==> src/rtl/pds_pkg.sv <==
// Shared types and constants for the PLL divider search block.
// No dependencies; imported by the interfaces and all modules.
`timescale 1ns / 1ps

package pds_pkg;

  localparam int REF_W  = 17;
  localparam int TGT_W  = 18;
  localparam int MC_W   = 8;
  localparam int PC_W   = 6;
  localparam int SC_W   = 2;
  localparam int WORD_W = 20;
  localparam int CLK_W  = 19;
  localparam int CFG_IDX_W = 2;

  // shared divider widths: ref*m tops out below 2^26
  localparam int DVD_W = 26;
  localparam int DVS_W = 17;
  localparam int MUL_W = 27;

  localparam int FVCO_LIMIT = 170000;
  localparam int M_MIN      = 8;
  localparam int M_MAX      = 263;
  localparam int P_MIN      = 2;
  localparam int P_MAX      = 49;
  localparam int P_HI_DIV   = 1000;

  // ref/1000 as (ref * P_RECIP) >> P_RECIP_SH, exact for any 17-bit ref
  localparam int P_RECIP    = 134218;
  localparam int P_RECIP_W  = 18;
  localparam int P_RECIP_SH = 27;

  localparam logic [CFG_IDX_W-1:0] CFG_REF  = 2'd0;
  localparam logic [CFG_IDX_W-1:0] CFG_MIN  = 2'd1;
  localparam logic [CFG_IDX_W-1:0] CFG_MAX  = 2'd2;
  localparam logic [CFG_IDX_W-1:0] CFG_DFLT = 2'd3;

  typedef struct packed {
    logic             start;
    logic [DVD_W-1:0] dividend;
    logic [DVS_W-1:0] divisor;
  } div_req_t;

  typedef struct packed {
    logic             busy;
    logic             done;
    logic [DVD_W-1:0] quotient;
  } div_rsp_t;

endpackage

==> src/rtl/pds_in_if.sv <==
// Request channel: valid/ready handshake carrying the requested clock.
// Depends on pds_pkg for field widths.
`timescale 1ns / 1ps

interface pds_in_if import pds_pkg::*; ();
  logic             valid;
  logic             ready;
  logic [TGT_W-1:0] target_khz;

  modport source (output valid, output target_khz, input ready);
  modport sink   (input valid, input target_khz, output ready);
endinterface

==> src/rtl/pds_out_if.sv <==
// Result channel: valid/ready handshake carrying the chosen PLL setting.
// Depends on pds_pkg for field widths.
`timescale 1ns / 1ps

interface pds_out_if import pds_pkg::*; ();
  logic              valid;
  logic              ready;
  logic [MC_W-1:0]   m_code;
  logic [PC_W-1:0]   p_code;
  logic [SC_W-1:0]   s_code;
  logic [WORD_W-1:0] pll_word;
  logic [CLK_W-1:0]  achieved_khz;
  logic              found;

  modport source (output valid, output m_code, output p_code, output s_code,
                  output pll_word, output achieved_khz, output found, input ready);
  modport sink   (input valid, input m_code, input p_code, input s_code,
                  input pll_word, input achieved_khz, input found, output ready);
endinterface

==> src/rtl/pds_div.sv <==
// Restoring radix-2 divider, one quotient bit per cycle.
// Depends on pds_pkg (div_req_t / div_rsp_t).
`timescale 1ns / 1ps

module pds_div import pds_pkg::*; (
  input  logic     clk,
  input  logic     rst_n,
  input  div_req_t req,
  output div_rsp_t rsp
);

  localparam int CNT_W = $clog2(DVD_W);

  logic [DVS_W-1:0] rem_r;
  logic [DVD_W-1:0] quo_r;
  logic [CNT_W-1:0] cnt_r;
  logic             busy_r;
  logic             done_r;

  logic [DVS_W:0]   shifted;
  logic [DVS_W:0]   sub;
  logic             ge;
  logic [DVS_W-1:0] rem_nxt;

  // remainder stays below the divisor, so the shifted value fits DVS_W+1 bits
  assign shifted = {rem_r, quo_r[DVD_W-1]};
  assign sub     = shifted - {1'b0, req.divisor};
  assign ge      = shifted >= {1'b0, req.divisor};
  assign rem_nxt = ge ? sub[DVS_W-1:0] : shifted[DVS_W-1:0];

  always_ff @(posedge clk) begin
    if (!rst_n) begin
      busy_r <= 1'b0;
      done_r <= 1'b0;
    end else begin
      done_r <= 1'b0;
      if (req.start) begin
        busy_r <= 1'b1;
        cnt_r  <= CNT_W'(DVD_W - 1);
        rem_r  <= '0;
        quo_r  <= req.dividend;
      end else if (busy_r) begin
        rem_r <= rem_nxt;
        quo_r <= {quo_r[DVD_W-2:0], ge};
        if (cnt_r == '0) begin
          busy_r <= 1'b0;
          done_r <= 1'b1;
        end else begin
          cnt_r <= cnt_r - 1'b1;
        end
      end
    end
  end

  assign rsp.busy     = busy_r;
  assign rsp.done     = done_r;
  assign rsp.quotient = quo_r;

endmodule

==> src/rtl/pll_divider_search.sv <==
// PLL m/p/s divider search: top level with config registers and sequencer.
// Depends on pds_pkg, pds_in_if, pds_out_if and pds_div.
`timescale 1ns / 1ps

// Usage
//   in_ch  : one transaction carries target_khz. A request outside
//            [min_target_khz, max_target_khz] is replaced by the default.
//   out_ch : one transaction per request with m/p/s codes, the packed PLL
//            word, the achieved clock and the found flag (all zero if not).
//   cfg_*  : write-only registers, one per cycle while cfg_we is high;
//            write only while no request is in flight.
// Timing
//   The p range comes from a reciprocal multiply at acceptance. Each m bound
//   and each candidate clock goes through one multiplier and a shared
//   bit-serial divider. out_ch.valid rises after the two m-bound divisions
//   and N = s_hi * (p_hi - p_lo + 1) * (m_hi - m_lo + 1) candidate divisions,
//   N = 0 when either range is empty.
//   With ref_khz = 0 it rises in the cycle after acceptance.
//   in_ch.ready is high only while idle: one request at a time, the next
//   one taken only once the previous result is taken and the block is idle.
// Reset / stall
//   Synchronous reset returns to idle and loads the register defaults.
//   The result holds on out_ch until taken; no new request is accepted
//   until then.
module pll_divider_search import pds_pkg::*; (
  input  logic                 clk,
  input  logic                 rst_n,
  pds_in_if.sink               in_ch,
  pds_out_if.source            out_ch,
  input  logic                 cfg_we,
  input  logic [CFG_IDX_W-1:0] cfg_idx,
  input  logic [TGT_W-1:0]     cfg_wdata
);

  localparam int RSC_W = REF_W + P_RECIP_W;

  typedef enum logic [1:0] {ST_IDLE, ST_MUL, ST_DIV, ST_OUT} state_t;
  typedef enum logic [1:0] {PH_MHI, PH_MLO, PH_CAND} phase_t;

  state_t state_r;
  phase_t phase_r;

  logic [REF_W-1:0] ref_r;
  logic [TGT_W-1:0] min_r, max_r, dflt_r;

  logic [TGT_W-1:0] tgt_r;
  logic [2:0]       s_hi_r, s_r;
  logic [6:0]       p_lo_r;
  logic [5:0]       p_hi_r, p_r;
  logic [8:0]       m_lo_r, m_hi_r, m_r;

  logic [DVD_W-1:0] product_r;
  logic [DVS_W-1:0] divisor_r;
  logic             div_start_r;

  logic [TGT_W-1:0] best_diff_r;
  logic [CLK_W-1:0] best_clk_r;
  logic [MC_W-1:0]  m_code_r;
  logic [PC_W-1:0]  p_code_r;
  logic [SC_W-1:0]  s_code_r;
  logic             found_r;

  div_req_t div_req;
  div_rsp_t div_rsp;

  // ---------------- configuration registers ----------------
  always_ff @(posedge clk) begin
    if (!rst_n) begin
      ref_r  <= REF_W'(10000);
      min_r  <= TGT_W'(10000);
      max_r  <= TGT_W'(66000);
      dflt_r <= TGT_W'(60000);
    end else if (cfg_we) begin
      case (cfg_idx)
        CFG_REF:  ref_r  <= cfg_wdata[REF_W-1:0];
        CFG_MIN:  min_r  <= cfg_wdata;
        CFG_MAX:  max_r  <= cfg_wdata;
        CFG_DFLT: dflt_r <= cfg_wdata;
        default:  ;
      endcase
    end
  end

  // ---------------- request pre-processing ----------------
  logic [TGT_W-1:0] tgt_sel;
  logic [2:0]       s_hi_sel;

  assign tgt_sel = (in_ch.target_khz < min_r || in_ch.target_khz > max_r) ?
                   dflt_r : in_ch.target_khz;

  // largest s in 1..4 keeping target*2^(s-1) below the VCO limit, else 1
  always_comb begin
    s_hi_sel = 3'd1;
    for (int s = 2; s <= 4; s++) begin
      if (({3'b000, tgt_sel} << (s - 1)) < 21'(FVCO_LIMIT)) s_hi_sel = 3'(s);
    end
  end

  // p range from ref/1000; ref/1000 is at most 131, so eight bits carry it
  logic [RSC_W-1:0] ref_scaled;
  logic [7:0]       ref_k;
  logic [5:0]       p_hi_new;
  logic [6:0]       p_lo_half, p_lo_new;

  assign ref_scaled = RSC_W'(ref_r) * RSC_W'(P_RECIP);
  assign ref_k      = ref_scaled[P_RECIP_SH +: 8];
  assign p_hi_new   = (ref_k > 8'(P_MAX)) ? 6'(P_MAX) : ref_k[5:0];
  assign p_lo_half  = ref_k[7:1];
  assign p_lo_new   = (p_lo_half < 7'(P_MIN)) ? 7'(P_MIN) : p_lo_half;

  // ---------------- shared multiplier operand select ----------------
  logic [TGT_W-1:0] mul_a;
  logic [8:0]       mul_b;
  logic [1:0]       mul_sh;
  logic [DVS_W-1:0] mul_dvs;
  logic [8:0]       den;
  logic [MUL_W-1:0] mul_full;
  logic [MUL_W-1:0] mul_shift;

  assign den = {3'b000, p_r} << (s_r - 3'd1);

  always_comb begin
    case (phase_r)
      PH_MHI: begin
        mul_a   = tgt_r;
        mul_b   = {3'b000, p_hi_r};
        mul_sh  = 2'(s_hi_r - 3'd1);
        mul_dvs = ref_r;
      end
      PH_MLO: begin
        mul_a   = tgt_r;
        mul_b   = {2'b00, p_lo_r};
        mul_sh  = 2'd0;
        mul_dvs = ref_r;
      end
      PH_CAND: begin
        mul_a   = {1'b0, ref_r};
        mul_b   = m_r;
        mul_sh  = 2'd0;
        mul_dvs = {8'd0, den};
      end
      default: begin
        mul_a   = '0;
        mul_b   = '0;
        mul_sh  = 2'd0;
        mul_dvs = ref_r;
      end
    endcase
  end

  assign mul_full  = MUL_W'(mul_a) * MUL_W'(mul_b);
  assign mul_shift = mul_full << mul_sh;

  // ---------------- divider result handling ----------------
  logic [DVD_W-1:0] quot;
  logic [DVD_W-1:0] tgt_ext;
  logic [DVD_W-1:0] diff;
  logic             better;
  logic [8:0]       m_hi_new, m_lo_new;
  logic             empty;

  assign quot    = div_rsp.quotient;
  assign tgt_ext = DVD_W'(tgt_r);
  assign diff    = (quot > tgt_ext) ? quot - tgt_ext : tgt_ext - quot;
  assign better  = diff < DVD_W'(best_diff_r);

  assign m_hi_new = (quot > DVD_W'(M_MAX)) ? 9'(M_MAX) : quot[8:0];
  // one above M_MAX marks an empty m range
  assign m_lo_new = (quot > DVD_W'(M_MAX)) ? 9'(M_MAX + 1) :
                    (quot < DVD_W'(M_MIN)) ? 9'(M_MIN) : quot[8:0];
  assign empty    = ({1'b0, p_hi_r} < p_lo_r) || (m_lo_new > m_hi_r);

  // ---------------- sequencer ----------------
  always_ff @(posedge clk) begin
    if (!rst_n) begin
      state_r     <= ST_IDLE;
      phase_r     <= PH_MHI;
      div_start_r <= 1'b0;
      found_r     <= 1'b0;
    end else begin
      div_start_r <= 1'b0;
      case (state_r)
        ST_IDLE: begin
          if (in_ch.valid) begin
            tgt_r       <= tgt_sel;
            s_hi_r      <= s_hi_sel;
            p_hi_r      <= p_hi_new;
            p_lo_r      <= p_lo_new;
            best_diff_r <= tgt_sel;
            best_clk_r  <= '0;
            m_code_r    <= '0;
            p_code_r    <= '0;
            s_code_r    <= '0;
            found_r     <= 1'b0;
            phase_r     <= PH_MHI;
            state_r     <= (ref_r == '0) ? ST_OUT : ST_MUL;
          end
        end
        ST_MUL: begin
          product_r   <= mul_shift[DVD_W-1:0];
          divisor_r   <= mul_dvs;
          div_start_r <= 1'b1;
          state_r     <= ST_DIV;
        end
        ST_DIV: begin
          if (div_rsp.done) begin
            case (phase_r)
              PH_MHI: begin
                m_hi_r  <= m_hi_new;
                phase_r <= PH_MLO;
                state_r <= ST_MUL;
              end
              PH_MLO: begin
                m_lo_r <= m_lo_new;
                if (empty) begin
                  state_r <= ST_OUT;
                end else begin
                  s_r     <= s_hi_r;
                  p_r     <= p_lo_r[5:0];
                  m_r     <= m_hi_r;
                  phase_r <= PH_CAND;
                  state_r <= ST_MUL;
                end
              end
              PH_CAND: begin
                if (better) begin
                  best_diff_r <= diff[TGT_W-1:0];
                  best_clk_r  <= quot[CLK_W-1:0];
                  m_code_r    <= MC_W'(m_r - 9'(M_MIN));
                  p_code_r    <= PC_W'(p_r - 6'(P_MIN));
                  s_code_r    <= SC_W'(s_r - 3'd1);
                  found_r     <= 1'b1;
                end
                // walk m down, then p up, then s down
                if (m_r > m_lo_r) begin
                  m_r     <= m_r - 9'd1;
                  state_r <= ST_MUL;
                end else begin
                  m_r <= m_hi_r;
                  if (p_r < p_hi_r) begin
                    p_r     <= p_r + 6'd1;
                    state_r <= ST_MUL;
                  end else begin
                    p_r <= p_lo_r[5:0];
                    if (s_r > 3'd1) begin
                      s_r     <= s_r - 3'd1;
                      state_r <= ST_MUL;
                    end else begin
                      state_r <= ST_OUT;
                    end
                  end
                end
              end
              default: state_r <= ST_IDLE;
            endcase
          end
        end
        ST_OUT: begin
          if (out_ch.ready) state_r <= ST_IDLE;
        end
        default: state_r <= ST_IDLE;
      endcase
    end
  end

  assign div_req.start    = div_start_r;
  assign div_req.dividend = product_r;
  assign div_req.divisor  = divisor_r;

  pds_div u_div (
    .clk   (clk),
    .rst_n (rst_n),
    .req   (div_req),
    .rsp   (div_rsp)
  );

  // ---------------- channel outputs ----------------
  assign in_ch.ready         = (state_r == ST_IDLE);
  assign out_ch.valid        = (state_r == ST_OUT);
  assign out_ch.m_code       = m_code_r;
  assign out_ch.p_code       = p_code_r;
  assign out_ch.s_code       = s_code_r;
  assign out_ch.pll_word     = {m_code_r, 2'b00, p_code_r, 2'b00, s_code_r};
  assign out_ch.achieved_khz = best_clk_r;
  assign out_ch.found        = found_r;

  // ---------------- assertions ----------------
  a_ready_excl: assert property (@(posedge clk) disable iff (!rst_n)
    in_ch.ready |-> !out_ch.valid)
    else $error("request accepted while a result is pending");

  a_div_no_restart: assert property (@(posedge clk) disable iff (!rst_n)
    div_req.start |-> !div_rsp.busy)
    else $error("divider restarted while busy");

  a_start_after_mul: assert property (@(posedge clk) disable iff (!rst_n)
    div_req.start |-> (state_r == ST_DIV) && ($past(state_r) == ST_MUL))
    else $error("divider start outside the multiply/divide sequence");

  a_nofound_zero: assert property (@(posedge clk) disable iff (!rst_n)
    (out_ch.valid && !out_ch.found) |->
      (out_ch.pll_word == '0) && (out_ch.achieved_khz == '0))
    else $error("result fields nonzero without a found setting");

endmodule

==> src/flat_wrapper.sv <==
// flat-port wrapper written by rule: the top's interface ports become plain ports
module pll_divider_search_flat import pds_pkg::*;
  (clk, rst_n, cfg_we, cfg_idx, cfg_wdata, in_ch_valid, in_ch_target_khz, in_ch_ready, out_ch_valid, out_ch_m_code, out_ch_p_code, out_ch_s_code, out_ch_pll_word, out_ch_achieved_khz, out_ch_found, out_ch_ready);
  pds_in_if in_ch_i ();
  pds_out_if out_ch_i ();
  input  logic clk;
  input  logic rst_n;
  input  logic cfg_we;
  input  logic [CFG_IDX_W-1:0] cfg_idx;
  input  logic [TGT_W-1:0] cfg_wdata;
  input wire logic [$bits(in_ch_i.valid)-1:0] in_ch_valid;
  input wire logic [$bits(in_ch_i.target_khz)-1:0] in_ch_target_khz;
  output wire logic [$bits(in_ch_i.ready)-1:0] in_ch_ready;
  output wire logic [$bits(out_ch_i.valid)-1:0] out_ch_valid;
  output wire logic [$bits(out_ch_i.m_code)-1:0] out_ch_m_code;
  output wire logic [$bits(out_ch_i.p_code)-1:0] out_ch_p_code;
  output wire logic [$bits(out_ch_i.s_code)-1:0] out_ch_s_code;
  output wire logic [$bits(out_ch_i.pll_word)-1:0] out_ch_pll_word;
  output wire logic [$bits(out_ch_i.achieved_khz)-1:0] out_ch_achieved_khz;
  output wire logic [$bits(out_ch_i.found)-1:0] out_ch_found;
  input wire logic [$bits(out_ch_i.ready)-1:0] out_ch_ready;
  assign in_ch_i.valid = in_ch_valid;
  assign in_ch_i.target_khz = in_ch_target_khz;
  assign in_ch_ready = in_ch_i.ready;
  assign out_ch_valid = out_ch_i.valid;
  assign out_ch_m_code = out_ch_i.m_code;
  assign out_ch_p_code = out_ch_i.p_code;
  assign out_ch_s_code = out_ch_i.s_code;
  assign out_ch_pll_word = out_ch_i.pll_word;
  assign out_ch_achieved_khz = out_ch_i.achieved_khz;
  assign out_ch_found = out_ch_i.found;
  assign out_ch_i.ready = out_ch_ready;
  pll_divider_search u_core (.clk(clk), .rst_n(rst_n), .in_ch(in_ch_i), .out_ch(out_ch_i), .cfg_we(cfg_we), .cfg_idx(cfg_idx), .cfg_wdata(cfg_wdata));
endmodule
==> config.mk <==
export PLATFORM = sky130hd
export DESIGN_NAME = pll_divider_search_flat
export DESIGN_NICKNAME = d
export VERILOG_FILES = /design/src/rtl/pds_pkg.sv /design/src/rtl/pds_in_if.sv /design/src/rtl/pds_out_if.sv /design/src/rtl/pds_div.sv /design/src/rtl/pll_divider_search.sv /design/src/flat_wrapper.sv
export SDC_FILE = /design/constraint.sdc
export NUM_CORES = 1
export LEC_CHECK = 0
export ABC_AREA = 0
export CORE_UTILIZATION = 45
export DETAILED_ROUTE_END_ITERATION = 8
export DONT_BUFFER_PORTS = 1
export MAX_ROUTING_LAYER = met4
export PLACE_DENSITY = 0.63
export SYNTH_ARGS = -nofsm -noshare
export SYNTH_HDL_FRONTEND = slang
export SYNTH_SLANG_ARGS = --single-unit
==> constraint.sdc <==
create_clock -name clk -period 26.6 [get_ports clk]
set_input_delay 1.33 -clock clk [delete_from_list [all_inputs] [get_ports clk]]
set_output_delay 1.33 -clock clk [all_outputs]
set_load 0.02 [all_outputs]
==> Word level (Yosys, flattened, before mapping) <==
Cells that the tools add are included.
{ "classes": {"add_sub_neg": 10, "mul": 2, "n_lt_le_gt_ge": 17, "eq_ne": 20, "shift": 2, "muxes": 77, "n_bitwise": 2, "n_reduce_logical": 29} }
{ "ops": {"columns": ["cell", "count"], "rows": [
  ["$mux 18", 5],
  ["$mux 26", 3],
  ["$mux 19", 4],
  ["$pmux 18 s2", 2],
  ["$mux 9", 5],
  ["$mux 6", 7],
  ["$pmux 19 s2", 1],
  ["$mul 17x17->34 const B", 1],
  ["$mux 17", 2],
  ["$mux 2", 17],
  ["$mux 8", 4],
  ["$mul 18x9->27", 1],
  ["$pmux 9 s3", 1],
  ["$shl 27x2->26", 1],
  ["$gt 26x18->1", 1],
  ["$gt 26x9->1 const B", 1],
  ["$lt 26x18->1", 1],
  ["$lt 26x4->1 const B", 1],
  ["$sub 18x26->26", 1],
  ["$sub 26x18->26", 1],
  ["$pmux 6 s2", 2],
  ["$lt 21x18->1 const B", 1],
  ["$lt 20x18->1 const B", 1],
  ["$lt 19x18->1 const B", 1],
  ["other kinds (47)", 94]
]} }
{ "totals": {"ff_bits": 293, "input_bits": 43, "output_inout_bits": 58, "elab_cells": 189} }

==> Depth between registers and ports, before layout <==
Gate-level depths: netlist of run 1.
{ "logic_depth": {"word_depth": 9, "ltp_mapped": 29} }

==> Hierarchy <==
Synthesis of run 1 repeated with hierarchy kept, for this count alone.
{ "unflattened": {"hier_cells": 2967, "area_unflattened_um2": 27261.1} }
{ "modules_own_cells": {"columns": ["mod", "instances", "cells_per_inst", "area_each_um2", "seq_area_each_um2"], "rows": [
  ["pll_divider_search", 1, 2674, 24046.8, 6526.3],
  ["pds_div", 1, 293, 3214.3, 1481.4]
]} }

==> Least setup slack after synthesis of run 1 <==
No wires, ideal clock.
{ "synth_path": {"kind": "register to register", "from": "reg u_core.u_div.quo_r[0]", "to": "reg u_core.best_diff_r[0] (enable)", "setup_time_ps": 545, "arrival_ps": 8111, "t_required_ps": 26055, "path_slack_ps": 17945, "path_stages_with_launch": 25, "period_less_slack_ps": 8655, "path_cell_list": "edfxtp_1 -> inv_1 -> ha_1 -> inv_1 -> fa_1 -> a21o_1 -> a221oi_2 -> o21ai_0 -> a211oi_1 -> o21a_1 -> buf_6 -> mux2i_1 -> nor4_1 -> nor3_1 -> xnor2_1 -> ha_1 -> a21o_1 -> a21oi_1 -> nor2b_1 -> o21ai_0 -> nand2_1 -> o2111ai_1 -> and2_0 -> o2111ai_1 -> a21boi_0"} }
{ "synth_via": {"elab_chain_len": 5} }
{ "synth_rtl": {"columns": ["item", "line", "source"], "rows": [
  ["start, declared", "pds_div.sv:15", "logic [DVD_W-1:0] quo_r;"],
  ["start signal, assigned", "pds_div.sv:41", "quo_r <= req.dividend;"],
  ["start signal, assigned", "pds_div.sv:44", "quo_r <= {quo_r[DVD_W-2:0], ge};"],
  ["$sub 18x26->26, or another cell as far along", "pll_divider_search.sv:164", "assign diff = (quot > tgt_ext) ? quot - tgt_ext : tgt_ext - quot;"],
  ["$mux 26 *", "pll_divider_search.sv:164", null],
  ["$lt 26x18->1 *", "pll_divider_search.sv:165", "assign better = diff < DVD_W'(best_diff_r);"],
  ["$ne 2x1->1 (no source line) *", null, null],
  ["$reduce_and 6->1 (no source line) *", null, null],
  ["end signal, assigned", "pll_divider_search.sv:189", "best_diff_r <= tgt_sel;"],
  ["end signal, assigned", "pll_divider_search.sv:227", "best_diff_r <= diff[TGT_W-1:0];"],
  ["end, declared", "pll_divider_search.sv:56", "logic [TGT_W-1:0] best_diff_r;"]
]} }
Mark *: on every way between the ends. The rest lies on a longest branch, timed or not.
A chain may end at the register's enable or synchronous reset.

==> Worst setup path in the final report of run 1 <==
{ "layout_path": {"from": "reg u_core.phase_r[0]", "to": "reg u_core.product_r[24] (data pin)"} }
{ "layout_via": {"elab_chain_len": 5} }
{ "layout_rtl": {"columns": ["item", "line", "source"], "rows": [
  ["start, declared", "pll_divider_search.sv:41", "phase_t phase_r;"],
  ["start signal, assigned", "pll_divider_search.sv:177", "phase_r <= PH_MHI;"],
  ["start signal, assigned", "pll_divider_search.sv:195", "phase_r <= PH_MHI;"],
  ["start signal, assigned", "pll_divider_search.sv:210", "phase_r <= PH_MLO;"],
  ["$eq 2x1->1 / $logic_not 2->1 (equally long branches)", "pll_divider_search.sv:123", "case (phase_r)"],
  ["$reduce_or 2->1 (no source line)", null, null],
  ["$pmux 18 s2", "pll_divider_search.sv:123", null],
  ["$mul 18x9->27", "pll_divider_search.sv:151", "assign mul_full = MUL_W'(mul_a) * MUL_W'(mul_b);"],
  ["$shl 27x2->26 *", "pll_divider_search.sv:152", "assign mul_shift = mul_full << mul_sh;"],
  ["via u_core.mul_shift[24]", "pll_divider_search.sv:118", "logic [MUL_W-1:0] mul_shift;"],
  ["end signal, assigned", "pll_divider_search.sv:200", "product_r <= mul_shift[DVD_W-1:0];"],
  ["end, declared", "pll_divider_search.sv:52", "logic [DVD_W-1:0] product_r;"]
]} }
Mark *: on every way through the listed nets, which the timed path passes. The rest lies on a longest branch.

==> results of run 1 <==
==> registers in the layout (all words and copies together), names as in the netlist, 7 cells and up <==
register                    flops
u_core.u_div.quo_r             26
u_core.min_r                   18
u_core.out_ch.m_code            8
u_core.max_r                   18
u_core.p_lo_r                   7
u_core.out_ch.achieved_khz     19
u_core.m_r                      9
u_core.product_r               26
u_core.ref_r                   17
u_core.u_div.rem_r             17
u_core.tgt_r                   18
u_core.dflt_r                  18
u_core.m_lo_r                   9
u_core.divisor_r               17
u_core.best_diff_r             18
u_core.m_hi_r                   9
==> area by class of cell <==
type	count	area [um^2]	area share (%)
Multi-Input combinational cell	2091	16600	57.9
Timing Repair Buffer	19	143	0.499
Sequential cell	293	8010	28.0
Clock buffer	50	1030	3.59
Inverter	460	1730	6.04
Tap cell	773	967	3.38
Clock inverter	18	169	0.591
==> placed cells by master, fill, tap and decap left out, drive strengths merged, types with 21 or more instances in the layout <==
| cell type | Yosys | layout |
|---|---|---|
| edfxtp | 214 | 214 |
| xor2 | 28 | 28 |
| mux2i | 51 | 51 |
| dfxtp | 79 | 79 |
| a21boi | 63 | 63 |
| nand2b | 29 | 29 |
| nor2 | 320 | 320 |
| nand3 | 40 | 40 |
| nand2 | 318 | 318 |
| o211ai | 24 | 24 |
| a22oi | 23 | 23 |
| nor3 | 37 | 37 |
| mux2 | 39 | 39 |
| fa | 157 | 157 |
| o21a | 22 | 22 |
| ha | 337 | 337 |
| clkbuf | 89 | 50 |
| o21ai | 104 | 104 |
| a21oi | 130 | 130 |
| inv | 460 | 463 |
| xnor2 | 52 | 52 |
| a21o | 48 | 48 |
| nand4 | 21 | 21 |
| a211oi | 28 | 28 |
==> critical path, delay by kind of cell (launching register included) <==
| family | cells | cell delay [ns] |
|---|---|---|
| AOI/OAI and AO/OA | 8 | 1.85 |
| xor gates and xnor gates | 1 | 0.17 |
| adders and majority gates | 6 | 2.53 |
| buffers and inverters | 5 | 0.92 |
| DFF | 1 | 0.34 |
| and+or+nand+nor | 5 | 1.44 |
==> cell families after synthesis <==
group	Yosys count
flip-flops	293
XOR/XNOR	80
adder cells (fa/ha/maj)	494
AND/OR/NAND/NOR	874
multiplexers	90
buffers and inverters	590
AO/OA/AOI/OAI	549
other	1
==> final timing paths <==
| kind | end | cells after the start | slack (ns) |
|---|---|---|---|
| setup / recovery | u_core.product_r[24] | 25 | 19.01 |
| hold / removal | u_core.max_r[14] | 2 | 0.46 |
| setup reg to reg | u_core.product_r[24] | 25 | 19.01 |
| hold reg to reg | u_core.max_r[14] | 2 | 0.46 |
==> routing by layer <==
layer,vias to the layer above,routed length (um)
li1,9859,-
met1,10269,35200
met2,712,34500
met3,113,5290
met4,0,2390
met5,-,0
==> per-stage QoR <==
stage	total power [mW]	setup slack, ns	cells
after floorplan	1.14	17.94	2974
after global placement	1.36	19.29	3636
after detailed placement	1.37	19.16	3636
after CTS	1.88	19.12	3704
after global routing	2.00	18.52	3704
final	1.88	19.01	3704
==> power groups by stage <==
stage	logic, mW	clock network, mW	registers [mW]
6_report	0.818	0.500	0.561
5_1_grt	0.911	0.526	0.562
4_1_cts	0.806	0.510	0.560
3_5_place_dp	0.799	0	0.570
3_3_place_gp	0.789	0	0.569
2_1_floorplan	0.586	0	0.556
==> results.md, run 1 <==
* Status: complete, no violations
* Slew Limit Fails at 0
* Clock Pin Slew Worst Setup and Hold Paths at 0.06 ns
* Worst vdd ir at 0.0000464 V
* Die Ht at 246 um
* Syn avg cell area at 9.03 um^2
* Sequential group share of total power at 29.9%
* Die ar. at 60600 um^2
* Port bufs at 0
* Gr busiest metal: met2
* Antenna violations before repair at 2
* Count leader, synth: inv_1
* Final hold vios at 0
* Net switching power at 0.743 mW
* Worst r2r src: u_core.phase_r[0]
* Clk root buf: clkbuf_16
* Comb power frac at 43.5%
* Period utilisation layout at 28.5%
* Clock Latency Late Sink at 0.57 ns
* Worst setup startpoint: u_core.phase_r[0]
* I/O pin cnt at 101
* Layout area overhead at 6.63%
* Placer Congestion at 0.969
* GRT met1 Usage at 36.1%
* CP peak stage delay at 0.68 ns
* Core area at 58900 um^2
* Initial DRC count at 1726
* Required @ worst endpoint at 26.85 ns
* Wire per inst at 20.9 um
* Largest net degree at the start of global routing at 83
* Async SR Flop Fraction at 0%
* Seq/Total Area, Yosys at 29.9%
* # diodes at 0
* Via-to-Cell Ratio at 5.66
* Grt ovf at 0
* Slew HR at 18.7%
* Via count at 21.0k
* RSZ-0062 raised after global routing: false
* Clock Skews at 0.0247 ns
* Internal Power at 1.13 mW
* Fmax at 132 MHz
* CTS resizes at 0
* Post-synth top cells: 460 x inv_1, 337 x ha_1, 320 x nor2_1
* Post-synthesis mux area share at 3.56%
* Final setup violation count at 0
* Adder-cell share of the synthesized area at 27.4%
* Synth area leaders: edfxtp_1 24%, ha_1 16%, fa_1 12%
* Setup_tns at 0 ns
* Post-synth EDFFs at 214
* Post-Syn Area at 26800 um^2
* Clock buffer depth at 3
* Hold_ws at 0.460 ns
* Layout cells sized above 1 at 4.88%
* Synth Flop Type: edfxtp_1
* Row cnt at 89
* Share of the synthesized area in the top cell type at 24.0%
* H-tree Lvls at 2
* Post-Synth XOR/XNOR Area at 2.61%
* Max-cap viol count at 0
* Net Sw Frac at 39.6%
* Final ANT Viol Nets at 0
* Final min period at 7.59 ns
* Actual slew at the worst max-slew pin at 1.22 ns
* Total GRT Usage at 26.8%
* TritonCTS buffer count at 37
* Yosys Warn Count at 0
* Startpoint Class: flip-flop
* Hold Path Class: flip-flop to flip-flop
* Hold path start: u_core.max_r[14]
* Placement-stage cell area at 27400 um^2
* Fill cell count at 5532
* Clock share of power at 26.6%
* CP max-delay cell: nor2_1
* Combinational family with the most area after synthesis: adder cells
* DRC viols at 0
* Post-CTS Setup Bufs at 0
* Die X-Extent at 246 um
* NumNets Final at 3439
* Simple-gate share of the synthesized area at 14.4%
* Hold-fix buffers, CTS at 0
* Layout Utilization at 48.5%
* Pre-antenna DRT Iters at 6
* Sink Count at 293
* CTS tree: yes
* Design area at 28600 um^2
* Post-Route WL at 77400 um
* Power Density at 65.7 nW/um^2
* Final HPWL from detailed placement at 60500 um
* Post-synth top area cell: edfxtp_1
* CP Max Fanout at 79
* Synthesized instance count at 2971
* First-pass GRT wire length at 121000 um
* Post-synth cell types at 79
* Crit Path Class: flip-flop to flip-flop
* Register bit total from synthesis at 293
* Initial Util at 45.5%
* Compound-cell area share of the yosys netlist at 13.5%
* CP endpoint kind: flip-flop
* Vias in the first global route at 20.9k
* Met3 usage at 3.93%
* Routing usage on met2 at 41.3%
* CP arrival at 7.84 ns
* Total leakage power at 13.0 nW
No activity file was read; power rests on OpenSTA's default activity.
==> run 2: changes to the inputs <==
--- a/config.mk
+++ b/config.mk
@@ -5,7 +5,7 @@
 export SDC_FILE = /design/constraint.sdc
 export NUM_CORES = 1
 export LEC_CHECK = 0
-export ABC_AREA = 0
+export ABC_AREA = 1
 export CORE_UTILIZATION = 45
 export DETAILED_ROUTE_END_ITERATION = 8
 export DONT_BUFFER_PORTS = 1
==> constraint.sdc (replaced) <==
create_clock -name clk -period 7.1 [get_ports clk]
set_input_delay 0.355 -clock clk [delete_from_list [all_inputs] [get_ports clk]]
set_output_delay 0.355 -clock clk [all_outputs]
set_load 0.02 [all_outputs]
==> run 2 against run 1 <==
Effect of this change: cell count increased by 15%; via count increased by 8.1%; clock skew decreased by 0.0060 ns; hold slack got worse by 0.43 ns; first-iteration DRC count decreased by 2.9%; largest cell class unchanged.
==> results.md, run 2 <==
* Total GRT Usage at 27.4%
* Register bit total from synthesis at 293
* TritonCTS buffer count at 36
* CP Max Fanout at 8
* Required @ worst endpoint at 7.40 ns
* Post-Route WL at 80200 um
* Fmax at 152 MHz
* Post-synth EDFFs at 214
* Layout area overhead at 7.87%
* CP arrival at 6.87 ns
* Final min period at 6.58 ns
* Synth area leaders: edfxtp_1 24%, ha_1 15%, fa_1 12%
* Row cnt at 89
* Largest net degree at the start of global routing at 72
* Initial DRC count at 1676
* Period utilisation layout at 92.6%
* Status: complete, no violations
* Hold Path Class: primary input to flip-flop
* Post-CTS Setup Bufs at 0
* Final HPWL from detailed placement at 64500 um
* I/O pin cnt at 101
* Syn avg cell area at 7.89 um^2
* Via count at 22.6k
* Final setup violation count at 0
* Final hold vios at 0
* H-tree Lvls at 2
* Synthesized instance count at 3462
* Core area at 59500 um^2
* Seq/Total Area, Yosys at 29.3%
* First-pass GRT wire length at 125000 um
* Clock Latency Late Sink at 0.56 ns
* Clk root buf: clkbuf_16
* Grt ovf at 0
* Post-Syn Area at 27300 um^2
* Die Ht at 248 um
* Post-synth cell types at 55
* Synth Flop Type: edfxtp_1
* Wire per inst at 18.8 um
* Layout cells sized above 1 at 3.70%
* Sink Count at 293
* Antenna violations before repair at 1
* Setup_tns at 0 ns
* Setup ws final at 0.525 ns
* Clock Pin Slew Worst Setup and Hold Paths at 0.06 ns
* Vias in the first global route at 22.1k
* Port bufs at 0
* Slew Limit Fails at 0
* Setup Slack @ Placement at 0.543 ns
* Clock Skews at 0.0188 ns
* Commonest non-fill, non-tap cell in the layout: nand2_1
* Pre-antenna DRT Iters at 6
* Most frequent cells in the layout: 726 x nand2_1, 661 x inv_1, 337 x ha_1
* Placer Congestion at 0.987
* Crit Path Class: flip-flop to flip-flop
* Max-cap viol count at 0
* Post-synth top cells: 727 x nand2_1, 661 x inv_1, 337 x ha_1
* Via-to-Cell Ratio at 5.31
* CTS tree: yes
* DRC viols at 0
* Startpoint Class: flip-flop
* Actual slew at the worst max-slew pin at 1.09 ns
* RSZ-0062 raised after global routing: false
* Slew HR at 26.9%
* Initial Util at 45.9%
* NumNets Final at 3997
* Async SR Flop Fraction at 0%
* Hold_ws at 0.0307 ns
* Post-synth top area cell: edfxtp_1
* CP endpoint kind: flip-flop
* Share of the synthesized area in the top cell type at 23.5%
* Count leader, synth: nand2_1
* Die ar. at 61700 um^2
* Final ANT Viol Nets at 0
* Clock buffer depth at 3
* Reg2reg setup slack at 0.52 ns
* Die X-Extent at 248 um
* Yosys Warn Count at 0
## run 2: per-stage QoR
step                instance area, um^2  instances  util, %
global placement                  28100       4175     47.2
floorplan                         27300       3465        -
CTS                               29400       4260     49.5
global route                      29500       4261     49.5
finish                            29500       4261     49.5
detailed placement                28100       4175     47.2
## run 2: what timing repair did
item	4_1_cts	5_1_grt
resized for setup	0	3
hold buffers	20	0
hold endpoints to repair	75	0
setup endpoints to repair	0	6
## run 2: kinds of logic after synthesis
group	after synthesis	share of synthesized area [%]
flip-flops	293	29.3
adder cells (fa/ha/maj)	494	26.9
other	1	0.0137
buffers and inverters	765	10.9
multiplexers	10	0.367
AND/OR/NAND/NOR	1291	19.3
XOR/XNOR	63	2.02
AO/OA/AOI/OAI	545	11.1
## run 2: worst max-delay path: stages (launching register included)
cell	delay, ns
dfxtp_1	0.34
inv_1	0.10
ha_1	0.24
clkinv_1	0.26
o221ai_2	0.37
nand2_1	0.12
inv_1	0.32
buf_4	0.24
nand2_1	0.09
fa_1	0.55
inv_1	0.05
fa_1	0.46
fa_1	0.49
inv_1	0.05
fa_1	0.52
inv_1	0.04
ha_1	0.34
a21oi_1	0.17
a21boi_1	0.24
o21ai_0	0.19
a21oi_1	0.34
o21bai_1	0.17
a21oi_1	0.18
or2_2	0.14
nand3_1	0.08
nand3_1	0.12
nand2_1	0.09
## run 2: worst paths after layout
check,startpoint,to,cells after the start
min reg2reg,u_core.u_div.busy_r,u_core.u_div.done_r,2
min,cfg_wdata[5],u_core.ref_r[5],2
max reg2reg,u_core.phase_r[0],u_core.product_r[21],26
max,u_core.phase_r[0],u_core.product_r[21],26
## run 2: per-layer routing
layer	wire length, um	track usage (%)	share of wire (%)
met1	36600	36.5	46
met2	35300	42.1	44
met3	5760	4.90	7.2
met4	2540	8.48	3.2
met5	0	-	0
## run 2: cell type report
class | instances | area [um^2]
antenna | 1 | 2.50
clock buffer | 38 | 918
clock inverter | 27 | 216
fill | 5906 | 30000
inverter | 669 | 2510
multi-input combinational | 2407 | 16400
sequential | 293 | 8010
tap | 773 | 967
timing repair buffer | 53 | 465
Power of run 2 is left out: the tool's default activity adds up to more than one toggle a clock period on the data nets, which glitch-free logic cannot reach.
